$ cat src/hdl/egsr_pkg.sv
// shared types and constants for the exposure/gain to sensor register block
// no dependencies
package egsr_pkg;

  localparam int unsigned QuotW = 16;
  localparam int unsigned NumW  = 64;
  localparam int unsigned DenW  = 48;
  localparam int unsigned Lat   = QuotW + 1;

  typedef enum logic [2:0] {
    REG_FRAME_NUM   = 3'd0,
    REG_PIXEL_CLK   = 3'd1,
    REG_EXPO_DIV    = 3'd2,
    REG_GAIN_SCALE  = 3'd3,
    REG_MIN_COARSE  = 3'd4,
    REG_COARSE_MARG = 3'd5,
    REG_MIN_GAIN    = 3'd6,
    REG_MAX_GAIN    = 3'd7
  } reg_idx_e;

  typedef struct packed {
    logic [47:0] frame_numerator;
    logic [31:0] pix_clk;
    logic [47:0] exposure_divisor;
    logic [31:0] gain_scale;
    logic [15:0] min_coarse;
    logic [15:0] coarse_margin;
    logic [7:0]  min_gain_code;
    logic [7:0]  max_gain_code;
  } cfg_t;

  // item as it sits in the queue between front and back
  typedef struct packed {
    logic [31:0] frame_rate;
    logic [63:0] product;
    logic [31:0] gain;
    logic        gain_zero;
    logic        err;
  } entry_t;

endpackage

$ cat src/hdl/egsr_front.sv
// front end: accepts items, flags zero divisors, forms exposure product
// depends on egsr_pkg
module egsr_front (
  input  logic              clk_i,
  input  logic              rst_ni,
  input  egsr_pkg::cfg_t    cfg_i,
  input  logic              in_valid_i,
  output logic              in_ready_o,
  input  logic [31:0]       frame_rate_i,
  input  logic [31:0]       exposure_i,
  input  logic [31:0]       gain_i,
  output logic              push_o,
  output egsr_pkg::entry_t  entry_o,
  input  logic              full_i
);
  logic             valid_q, valid_d;
  egsr_pkg::entry_t entry_q, entry_d;
  logic             acc;

  assign push_o     = valid_q && !full_i;
  assign in_ready_o = !valid_q || !full_i;
  assign acc        = in_valid_i && in_ready_o;
  assign entry_o    = entry_q;

  // classify and multiply
  always_comb begin
    valid_d = acc ? 1'b1 : (push_o ? 1'b0 : valid_q);
    entry_d = entry_q;
    if (acc) begin
      entry_d.frame_rate = frame_rate_i;
      entry_d.gain       = gain_i;
      entry_d.product    = {32'b0, exposure_i} * {32'b0, cfg_i.pix_clk};
      entry_d.gain_zero  = (gain_i == 32'b0);
      entry_d.err        = (frame_rate_i == 32'b0) || (gain_i == 32'b0) ||
                           (cfg_i.exposure_divisor == 48'b0);
    end
  end

  always_ff @(posedge clk_i or negedge rst_ni) begin
    if (!rst_ni) begin
      valid_q <= 1'b0;
    end else begin
      valid_q <= valid_d;
    end
  end

  always_ff @(posedge clk_i) begin
    entry_q <= entry_d;
  end
endmodule

$ cat config.mk
export PLATFORM = sky130hd
export DESIGN_NAME = egsr_front
export DESIGN_NICKNAME = d
export VERILOG_FILES = /design/src/hdl/egsr_pkg.sv /design/src/hdl/egsr_front.sv
export SDC_FILE = /design/constraint.sdc
export NUM_CORES = 2
export LEC_CHECK = 0
export BUFFER_PORTS_ARGS = -buffer_cell sky130_fd_sc_hd__buf_2
export CAP_MARGIN = 20
export CELL_PAD_IN_SITES_DETAIL_PLACEMENT = 1
export CELL_PAD_IN_SITES_GLOBAL_PLACEMENT = 2
export CORE_MARGIN = 1.5
export CORE_UTILIZATION = 36
export DETAILED_ROUTE_END_ITERATION = 6
export MAX_ROUTING_LAYER = met4
export PLACE_DENSITY = 0.85
export SYNTH_ARGS = -nofsm -noshare
export SYNTH_HDL_FRONTEND = slang
export SYNTH_SLANG_ARGS = --single-unit
export TNS_END_PERCENT = 20
$ cat constraint.sdc
create_clock -name clk_i -period 4.6 [get_ports clk_i]
set_clock_uncertainty 0.05 [all_clocks]
set_input_delay 1.38 -clock clk_i [delete_from_list [all_inputs] [get_ports clk_i]]
set_output_delay 1.38 -clock clk_i [all_outputs]
set_load 0.005 [all_outputs]
==> impl_metrics.prom <==
# TYPE chip_impl_metric gauge
chip_impl_info{name="run_status",value="finished with violations"} 1
chip_impl_info{name="violations_in_the_final_reports",value="setup timing"} 1
chip_impl_metric{name="detail_route.wl_per_cell",unit="microns"} 22.1
chip_impl_info{name="tritoncts",value="done"} 1
chip_impl_metric{name="critical-path-max-stage-delay",unit="ps"} 600
chip_impl_metric{name="antenna_found_initial",unit=""} 8
chip_impl_metric{name="final-setup-viol-count",unit=""} 58
chip_impl_metric{name="grt.total_usage",unit="%"} 25.6
chip_impl_metric{name="route.detailed.drc",unit=""} 0
chip_impl_metric{name="place_hpwl",unit="mm"} 111
chip_impl_info{name="end_kind",value="register"} 1
chip_impl_metric{name="worstRegToRegCells",unit=""} 3
chip_impl_metric{name="cap_violations",unit=""} 0
chip_impl_metric{name="gr-total-overflow",unit=""} 0
chip_impl_metric{name="critPathMaxFanout",unit=""} 6
chip_impl_metric{name="num-fill-cells",unit=""} 11700
chip_impl_metric{name="mappedNetlistNets",unit=""} 5356
chip_impl_metric{name="clock_path_buffers",unit=""} 2
chip_impl_metric{name="pin_count_of_the_biggest_net_entering_global_routing",unit=""} 61
chip_impl_metric{name="grt_pass1_vias",unit=""} 34100
chip_impl_metric{name="htree_num_levels",unit=""} 4
chip_impl_info{name="rsz0062_at_grt",value="yes"} 1
chip_impl_info{name="cts_root_buffer",value="clkbuf_16"} 1
chip_impl_metric{name="synth-async-reset-ratio",unit="%"} 0.763
chip_impl_info{name="regToRegEndpoint",value="entry_o[50]"} 1
chip_impl_metric{name="syn_inst",unit=""} 3889
chip_impl_metric{name="vias",unit=""} 29500
chip_impl_metric{name="grt_first_pass_wirelength",unit="mm"} 201
chip_impl_metric{name="critPathArrivalTime",unit="ps"} 8030
chip_impl_metric{name="core_footprint",unit="sq um"} 104000
chip_impl_metric{name="yosys_register_bits",unit=""} 131
chip_impl_metric{name="clock-sinks",unit=""} 131
chip_impl_metric{name="drt_pass1_iterations",unit=""} 5
chip_impl_info{name="crit_path_start_kind",value="input pin"} 1
chip_impl_metric{name="io-pin-count",unit=""} 440
chip_impl_metric{name="detail_route.vias_per_cell",unit=""} 4.96
chip_impl_info{name="critPathLaunch",value="exposure_i[18]"} 1
chip_impl_info{name="dominantRegCellSynth",value="edfxtp_1"} 1
chip_impl_metric{name="dieHeight",unit="microns"} 326
chip_impl_metric{name="final_period_minus_worst_setup_slack",unit="ps"} 7900
chip_impl_metric{name="timing.max_slew.rel_slack",unit="%"} 50.8
chip_impl_metric{name="final_net_count",unit=""} 6012
chip_impl_metric{name="post_route_wl",unit="mm"} 131
chip_impl_metric{name="synth.avg_cell_area",unit="sq um"} 9.68
chip_impl_metric{name="report.final.hold_viol_count",unit=""} 0
chip_impl_metric{name="r2r_slack",unit="ps"} 2690
chip_impl_metric{name="tritoncts_buffers",unit=""} 17
chip_impl_metric{name="drv_slew",unit=""} 0
chip_impl_metric{name="syn-cell-area",unit="sq um"} 37600
chip_impl_metric{name="area_enclosed_by_the_die_boundary",unit="sq um"} 106000
chip_impl_metric{name="place.gp.congestion",unit=""} 0.928
chip_impl_info{name="worst-setup-path-type",value="input pin to register"} 1
chip_impl_metric{name="start_util",unit="%"} 36.3
chip_impl_info{name="yosys-top-cells-area",value="fa_1 48%, edfxtp_1 10%, and2_1 10%"} 1
chip_impl_metric{name="areaGrowthSynthToFinish",unit="%"} 26.8
chip_impl_metric{name="clk_pin_slew",unit="ps"} 70
chip_impl_info{name="crit_path_max_delay_cell_type",value="fa_1"} 1
chip_impl_info{name="yosysTopAreaCell",value="fa_1"} 1
chip_impl_metric{name="synth_edf_count",unit=""} 130
chip_impl_info{name="crit_path_frequent_cell",value="fa_1"} 1
chip_impl_info{name="min-delay-path-class",value="register to register"} 1
chip_impl_metric{name="clk_latency",unit="ps"} 420
chip_impl_metric{name="crit_share_post_route",unit="%"} 172
chip_impl_metric{name="finalWorstSetupSlack",unit="ps"} -3300
chip_impl_metric{name="buffer_ports.inserted",unit=""} 311
chip_impl_metric{name="yosysSeqAreaShare",unit="%"} 10.4
chip_impl_metric{name="max_slew.worst_pin.slew",unit="ps"} 731
chip_impl_metric{name="placedInstanceArea",unit="sq um"} 44500
chip_impl_metric{name="floorplan.rows",unit=""} 118
chip_impl_metric{name="worstPathRequired",unit="ps"} 4720
chip_impl_metric{name="postCtsHoldBufs",unit=""} 0
chip_impl_metric{name="drt-initial-drc-count",unit=""} 1488
chip_impl_info{name="critPathCapture",value="entry_o[96]"} 1
chip_impl_metric{name="die_w",unit="microns"} 326
chip_impl_info{name="worst_r2r_startpoint",value="valid_q"} 1
chip_impl_info{name="critical_path_cell_by_cell",value="buf_12 > bufbuf_16 > and2_1 > fa_1 > inv_1 > fa_1 > fa_2 > fa_1 > inv_2 > fa_1 > fa_2 > fa_1 > fa_1 > ha_4 > buf_4 > a21oi_1 > o21ai_1 > a31oi_1 > o21ai_1 > a21oi_2 > buf_4 > a211oi_4 > o211a_1 > o211ai_1"} 1
chip_impl_metric{name="layout.cell_area.non_filler",unit="sq um"} 47700
chip_impl_metric{name="netlist-cell-type-count",unit=""} 64
chip_impl_metric{name="antenna_violating_nets_post_route",unit=""} 0
chip_impl_metric{name="drive_gt1_share",unit="%"} 26.0
chip_impl_metric{name="fmax",unit="MHz"} 127
chip_impl_metric{name="post-synth-top-area-fraction",unit="%"} 47.7
chip_impl_metric{name="synth_warn",unit=""} 0
Yosys cell counts, drive strengths merged (6+ instances only):
master	instances
o21bai	14
o21ai	41
a221oi	6
nand4	23
edfxtp	130
fa	896
buf	10
clkbuf	200
and2	605
ha	263
xnor2	37
and3	7
nand2b	9
nand3	16
nor4	32
nand2	489
o211ai	6
nor3	12
inv	868
a21o	32
xor2	22
a21oi	73
nor2	40
placed cells by master, fill, tap and decap left out, drive strengths merged, types with 4 or more instances in the layout:
cell type and count:
a21oi 73, o21bai 14, and2 605, nand3 16, fa 896, a31oi 5, clkinvlp 4, nor4 32
xnor2 37, nand3b 4, buf 838, edfxtp 130, ha 263, a221oi 6, a21o 32, diode 7
o211ai 6, nor2 40, o21ai 41, inv 874, nand2b 9, nand2 489, bufbuf 5, nand4 23
nor3 12, xor2 22, a211o 4, and3 7, clkbuf 21
worst max-delay path: cells and delay by family:
| family | cells | cell delay, ps |
|---|---|---|
| adder cells (fa/ha/maj) | 9 | 4400 |
| AO/OA/AOI/OAI | 8 | 1310 |
| buffers and inverters | 6 | 780 |
| AND/OR/NAND/NOR | 1 | 160 |
how the worst min path moves through the flow:
stage	start	end	slack, ps	cells past startpoint
after floorplan	valid_q	valid_q	450	2
after global placement	valid_q	valid_q	450	2
after detailed placement	valid_q	valid_q	460	2
after CTS	valid_q	valid_q	480	2
after global routing	valid_q	valid_q	540	2
final	valid_q	valid_q	480	2
kinds of logic after synthesis:
group,Yosys count,share of synthesized area (%)
buf+inv,1078,10.8
compound gates,210,3.65
simple gates,1252,17.3
flops,131,10.4
fa+ha+maj,1159,56.4
xor+xnor,59,1.37
what timing repair did:
item,CTS,global route
gates cloned,8,1
gates resized for setup,310,127
pin swaps,111,96
setup endpoints to repair,59,59
setup buffers,43,15
cell type report:
cell class	count	area [sq um]	share of cell area [%]
tap	1380	1730	3.62
multi-input combinational	2680	31100	65.3
clock buffer	17	425	0.892
clock inverter	15	195	0.409
timing repair buffer	847	7000	14.7
antenna	7	17.5	0.0367
inverter	868	3260	6.83
sequential	131	3930	8.24
flip-flops by register name (all words and copies together) (netlist names):
signal / flops
entry_o: 130
valid_q: 1
layer usage:
metal	vias to the layer above	global-route usage [%]	routed length (microns)
met5	-	-	0
met4	0	7.02	4100
met3	201	2.77	5410
met2	717	45.7	69600
met1	15800	30.5	52100
li1	12800	-	-
metrics by stage:
| step | setup slack [ps] | hold slack, ps | std cells | setup TNS (ps) | util [%] |
|---|---|---|---|---|---|
| finish | -3300 | 481 | 5945 | -156350 | 46.0 |
| global route | -3460 | 536 | 5941 | -165330 | 46.0 |
| CTS | -3230 | 483 | 5923 | -154620 | 45.3 |
| detailed placement | -4060 | 465 | 5840 | -199010 | 42.9 |
| global placement | -3950 | 450 | 5840 | -194440 | 42.9 |
| floorplan | -3120 | 448 | 3889 | -203300 | - |
Power is left out: the tool's default activity adds up to more than one toggle a clock period on the data nets, which glitch-free logic cannot reach.
