## src/hdl/egsr_pkg.sv

```systemverilog
// shared types and constants for the exposure/gain to sensor register block
// no dependencies
package egsr_pkg;

  localparam int unsigned QuotW = 16;
  localparam int unsigned NumW  = 64;
  localparam int unsigned DenW  = 48;
  localparam int unsigned Lat   = QuotW + 1;

  typedef enum logic [2:0] {
    REG_FRAME_NUM   = 3'd0,
    REG_PIXEL_CLK   = 3'd1,
    REG_EXPO_DIV    = 3'd2,
    REG_GAIN_SCALE  = 3'd3,
    REG_MIN_COARSE  = 3'd4,
    REG_COARSE_MARG = 3'd5,
    REG_MIN_GAIN    = 3'd6,
    REG_MAX_GAIN    = 3'd7
  } reg_idx_e;

  typedef struct packed {
    logic [47:0] frame_numerator;
    logic [31:0] pix_clk;
    logic [47:0] exposure_divisor;
    logic [31:0] gain_scale;
    logic [15:0] min_coarse;
    logic [15:0] coarse_margin;
    logic [7:0]  min_gain_code;
    logic [7:0]  max_gain_code;
  } cfg_t;

  // item as it sits in the queue between front and back
  typedef struct packed {
    logic [31:0] frame_rate;
    logic [63:0] product;
    logic [31:0] gain;
    logic        gain_zero;
    logic        err;
  } entry_t;

endpackage

```

## src/hdl/egsr_fifo.sv

```systemverilog
// two-entry queue between front and back
// depends on egsr_pkg
module egsr_fifo (
  input  logic             clk_i,
  input  logic             rst_ni,
  input  logic             push_i,
  input  egsr_pkg::entry_t data_i,
  output logic             full_o,
  input  logic             pop_i,
  output logic             empty_o,
  output egsr_pkg::entry_t data_o
);
  egsr_pkg::entry_t mem_q [2];
  logic       wr_q, wr_d, rd_q, rd_d;
  logic [1:0] cnt_q, cnt_d;

  assign full_o  = cnt_q == 2'd2;
  assign empty_o = cnt_q == 2'd0;
  assign data_o  = mem_q[rd_q];

  // pointer and count update
  always_comb begin
    wr_d  = push_i ? ~wr_q : wr_q;
    rd_d  = pop_i ? ~rd_q : rd_q;
    cnt_d = cnt_q + {1'b0, push_i} - {1'b0, pop_i};
  end

  always_ff @(posedge clk_i or negedge rst_ni) begin
    if (!rst_ni) begin
      wr_q  <= 1'b0;
      rd_q  <= 1'b0;
      cnt_q <= 2'd0;
    end else begin
      wr_q  <= wr_d;
      rd_q  <= rd_d;
      cnt_q <= cnt_d;
    end
  end

  always_ff @(posedge clk_i) begin
    if (push_i) begin
      mem_q[wr_q] <= data_i;
    end
  end
endmodule

```

## config.mk

```make
export PLATFORM = sky130hd
export DESIGN_NAME = egsr_fifo
export DESIGN_NICKNAME = d
export VERILOG_FILES = /design/src/hdl/egsr_pkg.sv /design/src/hdl/egsr_fifo.sv
export SDC_FILE = /design/constraint.sdc
export NUM_CORES = 1
export LEC_CHECK = 0
export BUFFER_PORTS_ARGS = -buffer_cell sky130_fd_sc_hd__buf_2
export CAP_MARGIN = 20
export CORE_MARGIN = 5
export CORE_UTILIZATION = 47
export DETAILED_ROUTE_END_ITERATION = 16
export GPL_ROUTABILITY_DRIVEN = 0
export PLACE_DENSITY = 0.82
export SLEW_MARGIN = 10
export SYNTH_ARGS = -nofsm -noshare
export SYNTH_HDL_FRONTEND = slang
export SYNTH_SLANG_ARGS = --single-unit
```

## constraint.sdc

```tcl
create_clock -name clk_i -period 7.16 [get_ports clk_i]
set_input_delay 1.79 -clock clk_i [delete_from_list [all_inputs] [get_ports clk_i]]
set_output_delay 1.79 -clock clk_i [all_outputs]
set_load 0.005 [all_outputs]
```

==> results of run 1 <==
worst register-to-register path: cells and delay by family (launching register included):
family	cells	cell delay [ns]
flops	1	0.42
buf+inv	2	0.97
simple gates	1	0.49
where the power goes:
group	switching (uW)	internal [uW]	total (uW)	leakage [uW]
clock	533	791	1320	0.000417
combinational	556	745	1300	0.00204
sequential	160	2050	2210	0.00249
total	1250	3590	4840	0.00494
synthesized netlist by cell type, drive strengths merged:
cell type	n	area, sq um
ha	2	25.0
inv	2	7.51
xor2	2	17.5
dfrtp	4	100
and2	1	6.26
edfxtp	260	7810
buf	15	148
xor3	1	23.8
mux2	130	1800
nor2b	2	12.5
nor2	1	3.75
cells by family (layout without fill, tap and decap cells):
kind of cell | after synthesis | after routing
flip-flops | 264 | 264
other | 0 | 1
buffers and inverters | 17 | 318
AND/OR/NAND/NOR | 4 | 4
multiplexers | 130 | 130
XOR/XNOR | 3 | 3
adder cells (fa/ha/maj) | 2 | 2
final cells by class:
cell class	instances	area share, %
Clock inverter	18	1.32
Inverter	2	0.0605
Multi-Input combinational cell	139	15.3
Antenna cell	1	0.0202
Timing Repair Buffer	269	11.3
Tap cell	275	2.77
Sequential cell	264	63.7
Clock buffer	29	5.50
state kept, by name (all words and copies together) (netlist names):
| signal | count |
|---|---|
| cnt_q | 2 |
| mem_q | 260 |
| rd_q | 1 |
| wr_q | 1 |
cell usage in the layout (no fill, tap or decap):
cell	count
buf_2	265
edfxtp_1	260
mux2_4	90
mux2_2	40
clkbuf_16	27
clkinv_2	8
clkinv_1	5
bufinv_16	3
dfrtp_1	3
inv_1	2
xor2_1	2
ha_1	2
clkinvlp_4	2
clkbuf_1	2
buf_12	2
diode_2	1
xor3_1	1
nor2_1	1
and2_4	1
nor2b_1	1
nor2b_4	1
buf_16	1
buf_4	1
dfrtp_4	1
worst max path at each step:
| stage | depth (start not counted) | start | endpoint | slack (ns) |
|---|---|---|---|---|
| CTS | 3 | rd_q | data_o[11] | 2.61 |
| floorplan | 1 | push_i | mem_q[0][0] | 1.54 |
| global placement | 3 | push_i | mem_q[1][19] | 3.15 |
| global route | 3 | rd_q | data_o[11] | 2.51 |
| detailed placement | 3 | rd_q | data_o[22] | 3.17 |
| finish | 3 | rd_q | data_o[129] | 2.68 |
per-stage QoR:
step	instance area, sq um	hold slack, ns
after floorplan	9960	0.473
after global placement	11500	0.530
after detailed placement	11600	0.566
after CTS	12400	0.575
after global routing	12400	0.591
final	12400	0.569
routing by layer:
metal	global-route usage (%)	vias up	wire, um
met2	25.6	187	9400
li1	-	2239	-
met4	4.00	4	444
met3	4.17	41	1570
met5	0	-	21
met1	17.5	2345	6820
==> flow_summary.toml, run 1 <==
[critical_path]
endpoint_kind = "output pin"
reg2reg_setup_slack_ns = 4.88
crit_buf_inv = 2
required_ns = 5.37
arrival_ns = 2.69
crit_path_max_incr_delay_ns = 1.11
critPathKind = "reg -> out"
path_max_fanout = 69
path_cells = "buf_12 -> mux2_2 -> buf_2"
r2r-end = "mem_q[1][19]"
rr_worst_depth = 3
timing.rr.start = "wr_q"
critPathLaunchType = "register"
crit_family = "flip-flops"
cp_slowest_cell = "dfrtp_4"

[synthesis]
synth_top_family_by_area = "multiplexers"
yosys_warnings = 0
synth_simple_gate_area_share_pct = 0.226
synthAdderAreaFrac_pct = 0.251
syn_area_sq_um = 9950
yosysSeqAreaShare_pct = 79.4
synth_compound_area_share_pct = 0
synth_mux_area_share_pct = 18.1
synth_xor_area_share_pct = 0.415
ys_ff_latch = 264
ys_types = 14
netlist_instances = 420
syn_nets = 556
avgSynthCellArea_sq_um = 23.7

[route]
viasPerCell = 4.83
drt-total-wl_um = 18200
drt-wirelength-per-cell_um = 18.3
drtIter0Drc = 191
drtPass1Iterations = 6
drc = 0
vias = 4816
ant_nets = 0

[pwr]
power_uw = 4840
p_per_area_nw_per_um2 = 390
ir_drop_mv = 0.394
p_leak_uw = 0.00494

[grt]
grt_start_max_net_pins = 131
antenna_found_initial = 2
overflow = 0
grt_pass1_wl_um = 27700
track_usage_pct = 14.5
grt_pass1_vias = 5208

[flow_run]
drv_cap = 0

[timing]
worst_pin_slew_ns = 1.09
tns_ns = 0
finalCriticalPeriod_ns = 4.48
hold_viol = 0
setup_violations = 0
timing.final.crit_share_pct = 62.6
rsz0062_at_grt = "no"
fmax_ghz = 0.223
slew_viol_final = 0
slew_headroom_pct = 27.5
finalClockSkew_ns = 0.00943
setup_slack_ns = 2.68

[cells_and_area]
nFillCells = 1562
multiInputGateArea_sq_um = 1900
fin_nets = 838
instances_no_fill = 997
final_util_pct = 59.2
syn_to_final_growth_pct = 24.7
ff_latch_area_sq_um = 7910
layout-drive-gt1-share_pct = 61.3

[clocking]
cts_hold_buf = 0
cts_tree = "built"
worstSkewPairLatency_ns = 0.51
cts.sink_count = 264
htree_levels = 1
ctsResizeCount = 0
clk_path_buf_depth = 3
cts_setup_buffers = 0
clock-root-buffer = "clkbuf_16"
clkSlewWorstSetupHoldPaths_ns = 0.06
cts_buffers = 26

[worst_hold_path]
hold_depth = 1
min_to = "wr_q"
min_path_type = "reg -> reg"
hold_start = "wr_q"

[placement]
dp_cells = 949
dp.final_hpwl_um = 12300
port_buffers = 265
pre_cts_slack_ns = 3.17

[die]
core_sq_um = 21000
die_area_sq_um = 24200
num_io_pins = 266
start_util_pct = 47.5
fp.dieW_um = 156
rows = 53
die_h_um = 156

[run_status]
status = "finished clean"
Power figures use the tool's default switching activity.
==> inputs of run 2 (changes only) <==
- CORE_UTILIZATION: 47 -> 52
- PLACE_DENSITY: 0.82 -> 0.86
- clock period: 7.16 -> 4.2 ns (I/O delays scaled with it)
==> run 2 against run 1 <==
Core utilization increased by 7.2 points; cell count fell by 3.3%; clock skew rose by 0.0027 ns; global-route usage increased by 1.8 points; critical path depth did not move.
==> flow_summary.toml, run 2 (synthesis results as in run 1) <==
[run_status]
status = "finished clean"

[route]
drtPass1Iterations = 4
drtIter0Drc = 174
vias = 4925
viasPerCell = 5.11
drt-total-wl_um = 18900
drt-wirelength-per-cell_um = 19.6
drc = 0
ant_nets = 0

[critical_path]
crit_end = "data_o[7]"
required_ns = 3.15
critPathLaunchType = "register"
path_cells = "buf_4 -> mux2_2 -> buf_2"
r2r-end = "mem_q[1][55]"
path_max_fanout = 34
endpoint_kind = "output pin"
cp_slowest_cell = "dfrtp_4"
crit_start = "rd_q"
arrival_ns = 2.23
reg2reg_setup_slack_ns = 2.28
critPathKind = "reg -> out"
timing.rr.start = "wr_q"
crit_path_max_incr_delay_ns = 0.61
crit_buf_inv = 2
rr_worst_depth = 2
crit_family = "buffers and inverters"
cp.depth = 3

[clocking]
cts_buffers = 28
clkSlewWorstSetupHoldPaths_ns = 0.06
clk_path_buf_depth = 3
cts_tree = "built"
htree_levels = 1
ctsResizeCount = 0
clock-root-buffer = "clkbuf_16"
cts_setup_buffers = 0
cts.sink_count = 264
cts_hold_buf = 0
worstSkewPairLatency_ns = 0.52

[timing]
slew_viol_final = 0
finalClockSkew_ns = 0.0121
hold_viol = 0
timing.final.crit_share_pct = 78.0
rsz0062_at_grt = "no"
finalCriticalPeriod_ns = 3.28
setup_violations = 0
worst_pin_slew_ns = 0.806
fmax_ghz = 0.305
tns_ns = 0
slew_headroom_pct = 46.3

[die]
core_sq_um = 18800
rows = 50
die_area_sq_um = 22000
die_h_um = 148
fp.dieW_um = 148
start_util_pct = 53.0
num_io_pins = 266

[grt]
grt_pass1_wl_um = 28300
met1_usage_pct = 19.7
antenna_found_initial = 1
grt_pass1_vias = 5316
grt.met2_usage_pct = 29.3
grt_start_max_net_pins = 94
grt-busiest-layer = "met2"
grtUsageMet3_pct = 4.45
overflow = 0
track_usage_pct = 16.3

[cells_and_area]
syn_to_final_growth_pct = 25.3
largest_register_ffs = 260
final_common_cell = "buf_2"
nFillCells = 1214
layout_common_cells = "buf_2, edfxtp_1, mux2_4"
biggestRegsByFlops = "mem_q: 260 flops, cnt_q: 2 flops"
layout-drive-gt1-share_pct = 60.4
regMostFlops = "mem_q"
fin_nets = 843

[placement]
dp.final_hpwl_um = 13100
port_buffers = 265

[pwr]
ir_drop_mv = 0.494
power_uw = 8430
p_leak_uw = 0.00498
p_per_area_nw_per_um2 = 676

[worst_hold_path]
min_path_type = "in -> async"

[flow_run]
drv_cap = 0
run 2: cell count changes in the layout (fill, tap and decap cells not counted):
cell       previous run  this run
buf_12                2         4
buf_16                1         0
buf_4                 1         3
bufinv_16             3         4
clkbuf_1              2        11
clkbuf_16            27        29
clkinv_1              5         6
clkinv_2              8         0
run 2: final cells by class:
type | count | area (sq um) | share of cell area (%)
antenna | 1 | 2.50 | 0.0201
clock buffer | 40 | 767 | 6.15
clock inverter | 12 | 158 | 1.26
inverter | 2 | 7.51 | 0.0602
multi-input combinational | 139 | 1900 | 15.2
sequential | 264 | 7910 | 63.5
tap | 234 | 293 | 2.35
timing repair buffer | 272 | 1430 | 11.5
run 2: per-stage QoR:
step,util (%),instances,setup WS (ns),cell area [sq um],hold slack (ns)
after floorplan,-,420,0.764,9960,0.508
after global placement,61.5,911,1.56,11500,0.529
after detailed placement,61.5,911,1.47,11500,0.565
after CTS,66.4,963,0.892,12500,0.298
after global routing,66.4,963,0.849,12500,0.304
final,66.4,964,0.924,12500,0.327
run 2: worst min path at each step:
stage | from | endpoint
final | rst_ni | rd_q
after global placement | wr_q | wr_q
after CTS | rst_ni | rd_q
after floorplan | wr_q | wr_q
after detailed placement | wr_q | wr_q
after global routing | rst_ni | rd_q
run 2: where the power goes:
| part | switching [uW] | internal (uW) |
|---|---|---|
| clock network | 898 | 1510 |
| logic | 1080 | 1280 |
| registers | 169 | 3500 |
run 2: metal layers:
metal | vias up | part of all wire (%)
met5 | - | 0.069
met4 | 2 | 1.6
met3 | 32 | 7.7
met2 | 199 | 53
met1 | 2440 | 38
li1 | 2252 | -
